**src/hw/rtl/assert_macros.svh**
```systemverilog
// ----------------------------------------------------------------------------
// assertion macros
// clocked concurrent checks, held off while reset is active
// ----------------------------------------------------------------------------
`ifndef ASSERT_MACROS_SVH
`define ASSERT_MACROS_SVH

// same-cycle implication
`define ASSERT_IMPL(label, ante, cons, msg) \
  label: assert property (@(posedge clk) disable iff (!rst_n) (ante) |-> (cons)) \
    else $error(msg);

// next-cycle implication
`define ASSERT_NEXT(label, ante, cons, msg) \
  label: assert property (@(posedge clk) disable iff (!rst_n) (ante) |=> (cons)) \
    else $error(msg);

`endif

```
**src/hw/rtl/ilist_pkg.sv**
```systemverilog
// ----------------------------------------------------------------------------
// ilist_pkg
// shared types, field widths and controller/datapath command and status structs
// ----------------------------------------------------------------------------
package ilist_pkg;

  localparam int VALUE_W    = 32;
  localparam int POS_W      = 7;
  localparam int KIND_W     = 2;
  localparam int STATUS_W   = 3;
  localparam int INDEX_W    = 6;
  localparam int COUNT_W    = 7;
  localparam int IN_TDATA_W  = 40;
  localparam int OUT_TDATA_W = 48;

  typedef enum logic [KIND_W-1:0] {
    KIND_INSERT = 2'd0,
    KIND_DELETE = 2'd1,
    KIND_SEARCH = 2'd2,
    KIND_DUMP   = 2'd3
  } kind_t;

  typedef enum logic [STATUS_W-1:0] {
    ST_OK       = 3'd0,
    ST_FULL     = 3'd1,
    ST_EMPTY    = 3'd2,
    ST_BADPOS   = 3'd3,
    ST_NOTFOUND = 3'd4
  } status_t;

  typedef enum logic [2:0] {
    PTR_HOLD,
    PTR_ZERO,
    PTR_INC,
    PTR_DEC,
    PTR_USED_M1,
    PTR_POS_P1
  } ptr_op_t;

  typedef enum logic [1:0] {
    WR_NONE,
    WR_VALUE,
    WR_UP,
    WR_DOWN
  } wr_sel_t;

  typedef enum logic [1:0] {
    USED_HOLD,
    USED_INC,
    USED_DEC
  } used_op_t;

  typedef struct packed {
    logic     load;
    ptr_op_t  ptr_op;
    logic     rd_en;
    logic     rd_hold;
    wr_sel_t  wr_sel;
    used_op_t used_op;
    logic     out_load;
    status_t  out_status;
    logic     out_idx_hit;
    logic     out_entry_rd;
    logic     out_last;
  } dp_cmd_t;

  typedef struct packed {
    kind_t kind;
    logic  full;
    logic  empty;
    logic  pos_gt_used;
    logic  pos_eq_used;
    logic  pos_last;
    logic  ptr_eq_pos;
    logic  ptr_last;
    logic  ptr_end;
    logic  rd_vld;
    logic  rd_last;
    logic  match;
    logic  out_free;
  } dp_stat_t;

endpackage

```
**src/hw/rtl/indexed_list_insert_delete_search.sv**
```systemverilog
// ----------------------------------------------------------------------------
// indexed_list_insert_delete_search
// packed list of signed words with insert, delete, search and dump
// ----------------------------------------------------------------------------
//  channel   direction  fields
//  in_*      slave      tuser: kind; tdata: value, position
//  out_*     master     tuser: status; tdata: index, entry, count; tlast
//
//  insert and delete move one entry per cycle through the single write
//  port of the store; an append needs no move; dump emits one entry per
//  cycle while the result channel takes them; a failed check gives a
//  single result item
//  reset clears fill count, valid flags and state, no store clearing is needed
//  one item is in work at a time; a stalled result holds the sequencer
// ----------------------------------------------------------------------------
module indexed_list_insert_delete_search #(
  parameter int CAPACITY = 64
) (
  input  logic                                  clk,
  input  logic                                  rst_n,
  input  logic                                  in_tvalid,
  output logic                                  in_tready,
  input  logic [ilist_pkg::IN_TDATA_W-1:0]      in_tdata,   // value, position
  input  logic [ilist_pkg::KIND_W-1:0]          in_tuser,   // kind
  output logic                                  out_tvalid,
  input  logic                                  out_tready,
  output logic [ilist_pkg::OUT_TDATA_W-1:0]     out_tdata,  // index, entry, count
  output logic [ilist_pkg::STATUS_W-1:0]        out_tuser,  // status
  output logic                                  out_tlast
);

  import ilist_pkg::*;

  `include "assert_macros.svh"

  localparam int IN_USED_W  = VALUE_W + POS_W;
  localparam int OUT_USED_W = INDEX_W + VALUE_W + COUNT_W;

  dp_cmd_t                   cmd;
  dp_stat_t                  stat;
  status_t                   out_status;
  logic [INDEX_W-1:0]        out_index;
  logic signed [VALUE_W-1:0] out_entry;
  logic [COUNT_W-1:0]        out_count;

  ilist_ctrl u_ctrl (
    .clk       (clk),
    .rst_n     (rst_n),
    .in_tvalid (in_tvalid),
    .in_tready (in_tready),
    .stat      (stat),
    .cmd       (cmd)
  );

  ilist_dp #(
    .CAPACITY (CAPACITY)
  ) u_dp (
    .clk         (clk),
    .rst_n       (rst_n),
    .cmd         (cmd),
    .stat        (stat),
    .in_kind     (kind_t'(in_tuser)),
    .in_value    (in_tdata[VALUE_W-1:0]),
    .in_position (in_tdata[IN_USED_W-1:VALUE_W]),
    .out_tready  (out_tready),
    .out_valid   (out_tvalid),
    .out_status  (out_status),
    .out_index   (out_index),
    .out_entry   (out_entry),
    .out_count   (out_count),
    .out_last    (out_tlast)
  );

  assign out_tuser = out_status;
  assign out_tdata = {{(OUT_TDATA_W - OUT_USED_W){1'b0}}, out_count, out_entry, out_index};

  `ASSERT_NEXT(a_busy_after_accept, in_tvalid && in_tready, !in_tready, "ready after accept")
  `ASSERT_IMPL(a_no_write_idle, in_tready, cmd.wr_sel == WR_NONE, "store write while idle")
  `ASSERT_IMPL(a_no_overwrite, cmd.out_load, stat.out_free, "result overwritten")
  `ASSERT_IMPL(a_fail_single, out_tvalid && (out_tuser != ST_OK), out_tlast, "failure not last")

endmodule

```
**src/hw/rtl/ilist_ram.sv**
```systemverilog
// ----------------------------------------------------------------------------
// ilist_ram
// generic simple dual-port ram, one write port, one registered read port
// ----------------------------------------------------------------------------
module ilist_ram #(
  parameter int WIDTH = 32,
  parameter int DEPTH = 64
) (
  input  logic                                    clk,
  input  logic                                    wr_en,
  input  logic [((DEPTH > 1) ? $clog2(DEPTH) : 1)-1:0] wr_addr,
  input  logic [WIDTH-1:0]                        wr_data,
  input  logic                                    rd_en,
  input  logic [((DEPTH > 1) ? $clog2(DEPTH) : 1)-1:0] rd_addr,
  output logic [WIDTH-1:0]                        rd_data
);

  logic [WIDTH-1:0] mem [DEPTH];

  always_ff @(posedge clk) begin
    if (wr_en) begin
      mem[wr_addr] <= wr_data;
    end
    if (rd_en) begin
      rd_data <= mem[rd_addr];
    end
  end

endmodule

```
**src/hw/rtl/ilist_ctrl.sv**
```systemverilog
// ----------------------------------------------------------------------------
// ilist_ctrl
// operation sequencer: decode, shift walks, search, dump and result issue
// ----------------------------------------------------------------------------
module ilist_ctrl (
  input  logic                clk,
  input  logic                rst_n,
  input  logic                in_tvalid,
  output logic                in_tready,
  input  ilist_pkg::dp_stat_t stat,
  output ilist_pkg::dp_cmd_t  cmd
);

  import ilist_pkg::*;

  typedef enum logic [3:0] {
    S_IDLE,
    S_DECODE,
    S_SHU,
    S_SHU_TAIL,
    S_INS_WR,
    S_SHD,
    S_SHD_TAIL,
    S_DEL_FIN,
    S_SRCH,
    S_DUMP,
    S_EMIT
  } state_t;

  state_t  state_r, state_nxt;
  status_t res_st_r, res_st_nxt;
  logic    res_hit_r, res_hit_nxt;

  assign in_tready = (state_r == S_IDLE);

  always_comb begin
    state_nxt   = state_r;
    res_st_nxt  = res_st_r;
    res_hit_nxt = res_hit_r;
    cmd         = '0;
    cmd.ptr_op  = PTR_HOLD;
    cmd.wr_sel  = WR_NONE;
    cmd.used_op = USED_HOLD;
    cmd.out_status = ST_OK;
    case (state_r)
      S_IDLE: begin
        if (in_tvalid) begin
          cmd.load  = 1'b1;
          state_nxt = S_DECODE;
        end
      end
      S_DECODE: begin
        res_hit_nxt = 1'b0;
        res_st_nxt  = ST_OK;
        case (stat.kind)
          KIND_INSERT: begin
            if (stat.full) begin
              res_st_nxt = ST_FULL;
              state_nxt  = S_EMIT;
            end else if (stat.pos_gt_used) begin
              res_st_nxt = ST_BADPOS;
              state_nxt  = S_EMIT;
            end else if (stat.pos_eq_used) begin
              state_nxt = S_INS_WR;
            end else begin
              cmd.ptr_op = PTR_USED_M1;
              state_nxt  = S_SHU;
            end
          end
          KIND_DELETE: begin
            if (stat.empty) begin
              res_st_nxt = ST_EMPTY;
              state_nxt  = S_EMIT;
            end else if (stat.pos_gt_used || stat.pos_eq_used) begin
              res_st_nxt = ST_BADPOS;
              state_nxt  = S_EMIT;
            end else if (stat.pos_last) begin
              state_nxt = S_DEL_FIN;
            end else begin
              cmd.ptr_op = PTR_POS_P1;
              state_nxt  = S_SHD;
            end
          end
          KIND_SEARCH: begin
            if (stat.empty) begin
              res_st_nxt = ST_EMPTY;
              state_nxt  = S_EMIT;
            end else begin
              cmd.ptr_op = PTR_ZERO;
              state_nxt  = S_SRCH;
            end
          end
          default: begin
            if (stat.empty) begin
              res_st_nxt = ST_EMPTY;
              state_nxt  = S_EMIT;
            end else begin
              cmd.ptr_op = PTR_ZERO;
              state_nxt  = S_DUMP;
            end
          end
        endcase
      end
      S_SHU: begin
        cmd.rd_en  = 1'b1;
        cmd.ptr_op = PTR_DEC;
        if (stat.rd_vld) begin
          cmd.wr_sel = WR_UP;
        end
        if (stat.ptr_eq_pos) begin
          state_nxt = S_SHU_TAIL;
        end
      end
      S_SHU_TAIL: begin
        cmd.wr_sel = WR_UP;
        state_nxt  = S_INS_WR;
      end
      S_INS_WR: begin
        cmd.wr_sel  = WR_VALUE;
        cmd.used_op = USED_INC;
        state_nxt   = S_EMIT;
      end
      S_SHD: begin
        cmd.rd_en  = 1'b1;
        cmd.ptr_op = PTR_INC;
        if (stat.rd_vld) begin
          cmd.wr_sel = WR_DOWN;
        end
        if (stat.ptr_last) begin
          state_nxt = S_SHD_TAIL;
        end
      end
      S_SHD_TAIL: begin
        cmd.wr_sel  = WR_DOWN;
        cmd.used_op = USED_DEC;
        state_nxt   = S_EMIT;
      end
      S_DEL_FIN: begin
        cmd.used_op = USED_DEC;
        state_nxt   = S_EMIT;
      end
      S_SRCH: begin
        if (stat.rd_vld && stat.match) begin
          res_st_nxt  = ST_OK;
          res_hit_nxt = 1'b1;
          state_nxt   = S_EMIT;
        end else if (stat.rd_vld && stat.rd_last) begin
          res_st_nxt = ST_NOTFOUND;
          state_nxt  = S_EMIT;
        end else if (!stat.ptr_end) begin
          cmd.rd_en  = 1'b1;
          cmd.ptr_op = PTR_INC;
        end
      end
      S_DUMP: begin
        if (stat.rd_vld && !stat.out_free) begin
          cmd.rd_hold = 1'b1;
        end else begin
          if (stat.rd_vld) begin
            cmd.out_load     = 1'b1;
            cmd.out_status   = ST_OK;
            cmd.out_idx_hit  = 1'b1;
            cmd.out_entry_rd = 1'b1;
            cmd.out_last     = stat.rd_last;
            if (stat.rd_last) begin
              state_nxt = S_IDLE;
            end
          end
          if (!stat.ptr_end) begin
            cmd.rd_en  = 1'b1;
            cmd.ptr_op = PTR_INC;
          end
        end
      end
      S_EMIT: begin
        if (stat.out_free) begin
          cmd.out_load    = 1'b1;
          cmd.out_status  = res_st_r;
          cmd.out_idx_hit = res_hit_r;
          cmd.out_last    = 1'b1;
          state_nxt       = S_IDLE;
        end
      end
      default: begin
        state_nxt = S_IDLE;
      end
    endcase
  end

  always_ff @(posedge clk) begin
    if (!rst_n) begin
      state_r   <= S_IDLE;
      res_st_r  <= ST_OK;
      res_hit_r <= 1'b0;
    end else begin
      state_r   <= state_nxt;
      res_st_r  <= res_st_nxt;
      res_hit_r <= res_hit_nxt;
    end
  end

endmodule

```
**src/hw/rtl/ilist_dp.sv**
```systemverilog
// ----------------------------------------------------------------------------
// ilist_dp
// list store, fill count, walk pointer, compare logic and result register
// ----------------------------------------------------------------------------
module ilist_dp #(
  parameter int CAPACITY = 64
) (
  input  logic                                   clk,
  input  logic                                   rst_n,
  input  ilist_pkg::dp_cmd_t                     cmd,
  output ilist_pkg::dp_stat_t                    stat,
  input  ilist_pkg::kind_t                       in_kind,
  input  logic signed [ilist_pkg::VALUE_W-1:0]   in_value,
  input  logic [ilist_pkg::POS_W-1:0]            in_position,
  input  logic                                   out_tready,
  output logic                                   out_valid,
  output ilist_pkg::status_t                     out_status,
  output logic [ilist_pkg::INDEX_W-1:0]          out_index,
  output logic signed [ilist_pkg::VALUE_W-1:0]   out_entry,
  output logic [ilist_pkg::COUNT_W-1:0]          out_count,
  output logic                                   out_last
);

  import ilist_pkg::*;

  localparam int AW   = (CAPACITY > 1) ? $clog2(CAPACITY) : 1;
  localparam int CW   = $clog2(CAPACITY + 1);
  localparam int CMPW = (CW > POS_W) ? CW : POS_W;
  localparam int XW   = CMPW + 1;

  kind_t                     kind_r;
  logic signed [VALUE_W-1:0] val_r;
  logic [POS_W-1:0]          pos_r;
  logic [CW-1:0]             used_r, used_nxt;
  logic [CW-1:0]             ptr_r, ptr_nxt;
  logic [AW-1:0]             rd_addr_r;
  logic                      rd_vld_r;

  logic                      wr_en;
  logic [AW-1:0]             wr_addr;
  logic [VALUE_W-1:0]        wr_data;
  logic [VALUE_W-1:0]        rd_data;

  logic [XW-1:0] pos_x, used_x, ptr_x, rda_x;

  logic                      out_valid_r;
  status_t                   out_status_r;
  logic [INDEX_W-1:0]        out_index_r;
  logic signed [VALUE_W-1:0] out_entry_r;
  logic [COUNT_W-1:0]        out_count_r;
  logic                      out_last_r;

  ilist_ram #(
    .WIDTH (VALUE_W),
    .DEPTH (CAPACITY)
  ) u_store (
    .clk     (clk),
    .wr_en   (wr_en),
    .wr_addr (wr_addr),
    .wr_data (wr_data),
    .rd_en   (cmd.rd_en),
    .rd_addr (ptr_r[AW-1:0]),
    .rd_data (rd_data)
  );

  always_comb begin
    wr_en   = 1'b1;
    wr_addr = rd_addr_r;
    wr_data = rd_data;
    case (cmd.wr_sel)
      WR_VALUE: begin
        wr_addr = AW'(pos_r);
        wr_data = val_r;
      end
      WR_UP:   wr_addr = rd_addr_r + AW'(1);
      WR_DOWN: wr_addr = rd_addr_r - AW'(1);
      default: wr_en = 1'b0;
    endcase
  end

  always_comb begin
    case (cmd.ptr_op)
      PTR_ZERO:    ptr_nxt = '0;
      PTR_INC:     ptr_nxt = ptr_r + CW'(1);
      PTR_DEC:     ptr_nxt = ptr_r - CW'(1);
      PTR_USED_M1: ptr_nxt = used_r - CW'(1);
      PTR_POS_P1:  ptr_nxt = CW'(pos_r) + CW'(1);
      default:     ptr_nxt = ptr_r;
    endcase
  end

  always_comb begin
    case (cmd.used_op)
      USED_INC: used_nxt = used_r + CW'(1);
      USED_DEC: used_nxt = used_r - CW'(1);
      default:  used_nxt = used_r;
    endcase
  end

  assign pos_x  = XW'(pos_r);
  assign used_x = XW'(used_r);
  assign ptr_x  = XW'(ptr_r);
  assign rda_x  = XW'(rd_addr_r);

  always_comb begin
    stat.kind        = kind_r;
    stat.full        = (used_r == CW'(CAPACITY));
    stat.empty       = (used_r == '0);
    stat.pos_gt_used = (pos_x > used_x);
    stat.pos_eq_used = (pos_x == used_x);
    stat.pos_last    = ((pos_x + XW'(1)) == used_x);
    stat.ptr_eq_pos  = (ptr_x == pos_x);
    stat.ptr_last    = ((ptr_x + XW'(1)) == used_x);
    stat.ptr_end     = (ptr_x == used_x);
    stat.rd_vld      = rd_vld_r;
    stat.rd_last     = ((rda_x + XW'(1)) == used_x);
    stat.match       = (rd_data == val_r);
    stat.out_free    = !out_valid_r || out_tready;
  end

  always_ff @(posedge clk) begin
    if (!rst_n) begin
      used_r      <= '0;
      rd_vld_r    <= 1'b0;
      out_valid_r <= 1'b0;
    end else begin
      used_r   <= used_nxt;
      rd_vld_r <= cmd.rd_en || (rd_vld_r && cmd.rd_hold);
      if (cmd.out_load) begin
        out_valid_r <= 1'b1;
      end else if (out_tready) begin
        out_valid_r <= 1'b0;
      end
    end
  end

  always_ff @(posedge clk) begin
    ptr_r <= ptr_nxt;
    if (cmd.load) begin
      kind_r <= in_kind;
      val_r  <= in_value;
      pos_r  <= in_position;
    end
    if (cmd.rd_en) begin
      rd_addr_r <= ptr_r[AW-1:0];
    end
    if (cmd.out_load) begin
      out_status_r <= cmd.out_status;
      out_index_r  <= cmd.out_idx_hit ? INDEX_W'(rd_addr_r) : '0;
      out_entry_r  <= cmd.out_entry_rd ? rd_data : '0;
      out_count_r  <= COUNT_W'(used_r);
      out_last_r   <= cmd.out_last;
    end
  end

  assign out_valid  = out_valid_r;
  assign out_status = out_status_r;
  assign out_index  = out_index_r;
  assign out_entry  = out_entry_r;
  assign out_count  = out_count_r;
  assign out_last   = out_last_r;

endmodule

```
**config.mk**
```make
export PLATFORM = sky130hd
export DESIGN_NAME = indexed_list_insert_delete_search
export DESIGN_NICKNAME = d
export VERILOG_FILES = /design/src/hw/rtl/ilist_pkg.sv /design/src/hw/rtl/indexed_list_insert_delete_search.sv /design/src/hw/rtl/ilist_ram.sv /design/src/hw/rtl/ilist_ctrl.sv /design/src/hw/rtl/ilist_dp.sv
export VERILOG_INCLUDE_DIRS = /design/src /design/src/hw/rtl
export SDC_FILE = /design/constraint.sdc
export NUM_CORES = 2
export LEC_CHECK = 0
export ABC_CLOCK_PERIOD_IN_PS = 6500
export BUFFER_PORTS_ARGS = -buffer_cell sky130_fd_sc_hd__buf_4
export CORE_ASPECT_RATIO = 1.25
export CORE_MARGIN = 2
export CORE_UTILIZATION = 25
export CTS_BUF_LIST = sky130_fd_sc_hd__clkbuf_8 sky130_fd_sc_hd__clkbuf_16
export DETAILED_ROUTE_END_ITERATION = 10
export SLEW_MARGIN = 20
export SYNTH_ARGS = -nofsm -noshare
export SYNTH_HDL_FRONTEND = slang
export SYNTH_SLANG_ARGS = --single-unit
```
**constraint.sdc**
```tcl
create_clock -name clk -period 6.5 [get_ports clk]
set_input_delay 0.975 -clock clk [delete_from_list [all_inputs] [get_ports clk]]
set_output_delay 0.975 -clock clk [all_outputs]
set_load 0.01 [all_outputs]
```
==> flow_metrics.env <==
export IMPL_drt_iter0_markers=3535
export IMPL_insertion_delay_ns=0.83
export IMPL_power_leakage_nw=30.2
export IMPL_criticalPathCategory="reg -> reg"
export IMPL_pre_cts_ws_ns=1.43
export IMPL_grt_pass1_wl_mm=283
export IMPL_ff2ff_path_depth=13
export IMPL_clockBufferDepth=4
export IMPL_seq_area_frac_synth_pct=76.9
export IMPL_cp_required_ns=7.02
export IMPL_synth_cell_types=62
export IMPL_ioPinCount=100
export IMPL_async_flop_share_pct=0
export IMPL_dpl_cell_area_mm2=0.0929
export IMPL_r2r_slack_ns=1.31
export IMPL_cts_resized=0
export IMPL_finalHoldViolCount=0
export IMPL_clk_pin_slew_worst_paths_ns=0.06
export IMPL_final_min_clock_period_ns=5.19
export IMPL_crit_fanout=18
export IMPL_htree_levels=4
export IMPL_grt_antenna_before_repair=8
export IMPL_vdd_drop_max_mv=0.315
export IMPL_io_buffers=95
export IMPL_first_pass_iters=6
export IMPL_rsz0062_at_grt="false"
export IMPL_nets=4024
export IMPL_hold_buffers=0
export IMPL_cts_inserted_buffers=203
export IMPL_endpoint="u_dp.u_store.mem[33][15]"
export IMPL_cp_end_kind="register"
export IMPL_fp_dieW_um=528
export IMPL_start_util_pct=25.1
export IMPL_routed_wl_mm=193
export IMPL_powerDensity_mw_per_mm2=434
export IMPL_die_h_um=659
export IMPL_syn_area_mm2=0.0857
export IMPL_cts_tree="built"
export IMPL_cp_arrival_ns=5.72
export IMPL_hold_path_class="in -> reg"
export IMPL_grt_max_degree=137
export IMPL_r2r_end="u_dp.u_store.mem[33][15]"
export IMPL_drcViolationCount=0
export IMPL_syn_area_per_cell_um2=23.0
export IMPL_maxSlewViolCount=0
export IMPL_worst_slew_pin_transition_ns=1.16
export IMPL_synthFlopType="edfxtp_1"
export IMPL_layout_common_cells="edfxtp_1, mux4_2, buf_4"
export IMPL_startpoint_type="register"
export IMPL_crit_reg2reg_launch="u_ctrl.state_r[0]"
export IMPL_slew_headroom_pct=22.4
export IMPL_synth_edf_count=2183
export IMPL_dieArea_mm2=0.348
export IMPL_fin_skew_ns=0.0358
export IMPL_final_area_mm2=0.0995
export IMPL_antenna_left=0
export IMPL_synth_seq_cells=2200
export IMPL_layout_commonest_cell="edfxtp_1"
export IMPL_wl_per_cell_um=22.5
export IMPL_core_area_mm2=0.342
export IMPL_fmax_ghz=0.193
export IMPL_gp_congestion=0.822
export IMPL_grt_pass1_vias=40600
export IMPL_gr_usage_all_layers_pct=10.9
export IMPL_clock_sinks=2200
export IMPL_vias=38300
export IMPL_cts_setup_buffers=0
export IMPL_synth_cells=3720
export IMPL_layout_drive_gt1_share_pct=31.0
export IMPL_overflow=0
export IMPL_drv_cap=0
export IMPL_syn2layout_area_growth_pct=16.1
export IMPL_period_share_pct=79.9
export IMPL_fp_row_count=240
export IMPL_synth_warnings=0
export IMPL_setup_tns_ns=0
export IMPL_worstSetupStartpoint="u_ctrl.state_r[0]"
export IMPL_setup_slack_ns=1.31
export IMPL_via_per_inst=4.46
export IMPL_cts_root_buf="clkbuf_16"
export IMPL_status="completed"
export IMPL_hpwl_mm=117
export IMPL_setup_violations=0
-- cells in the mapped netlist, drive strengths merged (4+ instances only) --
cell	number	share of area (%)
a21o	8	0.070
nor4	11	0.080
a211o	4	0.041
o221a	4	0.053
nor3b	5	0.050
o22a	5	0.051
nand4	5	0.036
nand2	143	0.63
inv	18	0.079
and3	8	0.058
nor2b	10	0.073
edfxtp	2183	76
xnor2	41	0.42
o2111ai	4	0.041
o21ai	23	0.13
a31oi	8	0.058
clkbuf	86	0.38
o22ai	6	0.044
nor3	14	0.082
dfxtp	17	0.40
mux4	672	18
and2	43	0.31
ha	19	0.28
o31ai	4	0.035
nand3	21	0.12
nand2b	7	0.051
xor2	53	0.54
a21oi	27	0.16
nor2	117	0.51
buf	114	0.71
-- area by class of cell --
type                    count  area, µm²
clock buffers             206       5150
repair buffers            231       2030
inverters                  18       67.6
well taps                4477       5600
diodes                      4       10.0
multi-input cells        1304      19400
fillers                 32900     242000
flip-flops and latches   2200      65900
clock inverters           156       1350
-- worst max-delay path, cell delays in order, from the launching register on --
cell and delay (ns):
dfxtp_1 0.71, nor2b_1 0.21, a21oi_1 0.08, nor2_1 0.38, ha_1 0.32, a21o_1 0.18, a21oi_1 0.26, o21bai_1 0.10
a21oi_1 0.21, mux2_2 0.38, a211oi_2 0.40, nand2_1 0.65, nor2_4 0.68, buf_4 0.30
-- routing by layer --
metal  track usage (%)  vias to the layer above  part of all wire, %  routed length [µm]
met1              13.4                    20800                   40               76500
met4              2.95                        2                  2.2                4240
li1                  -                    16200                    -                   -
met2              20.1                     1039                   54              104000
met3              1.09                      275                  4.3                8350
met5                 0                        -               0.0067                  13
-- how the worst min path moves through the flow --
stage | slack, ns | end | depth (start not counted) | startpoint
floorplan | 0.40 | u_dp.out_count[2] | 0 | u_dp.used_r[2]
global placement | 0.46 | u_ctrl.res_st_r[2] | 2 | u_ctrl.res_st_r[2]
detailed placement | 0.49 | u_ctrl.res_st_r[2] | 2 | u_ctrl.res_st_r[2]
CTS | 0.25 | u_dp.val_r[1] | 1 | in_tdata[1]
global route | 0.28 | u_dp.val_r[3] | 1 | in_tdata[3]
finish | 0.32 | u_dp.val_r[1] | 1 | in_tdata[1]
-- per-stage QoR --
stage               hold slack, ns  utilization [%]  total power, W  std cells
floorplan                    0.403                -          0.0275       3722
global placement             0.464             27.2          0.0317       8222
detailed placement           0.485             27.2          0.0320       8225
CTS                          0.251             29.1          0.0438       8587
global route                 0.281             29.1          0.0450       8593
finish                       0.319             29.1          0.0432       8596
-- state kept, by name, summed over array words and instances (netlist names), 7 cells and up --
signal                cells
u_dp.u_store.rd_data     32
u_dp.out_entry           32
u_dp.val_r               32
u_dp.pos_r                7
u_dp.u_store.mem       2048
u_dp.used_r               7
u_dp.ptr_r                7
u_dp.out_count            7
-- power by group --
group	switching [W]	internal, W	leakage (nW)	total [W]
sequential	0.000407	0.0183	19.8	0.0187
clock	0.00509	0.00663	3.32	0.0117
combinational	0.00753	0.00528	7.02	0.0128
total	0.0130	0.0302	30.2	0.0432
-- logic make-up after synthesis --
family / count (synthesis) / synth area share, %
multiplexers: 676 / 17.7
adder cells (fa/ha/maj): 20 / 0.301
XOR/XNOR: 94 / 0.960
AND/OR/NAND/NOR: 395 / 2.10
flip-flops: 2200 / 76.9
AO/OA/AOI/OAI: 116 / 0.924
buffers and inverters: 218 / 1.16
other: 1 / 0.00437
(Power assumes the default switching activity.)
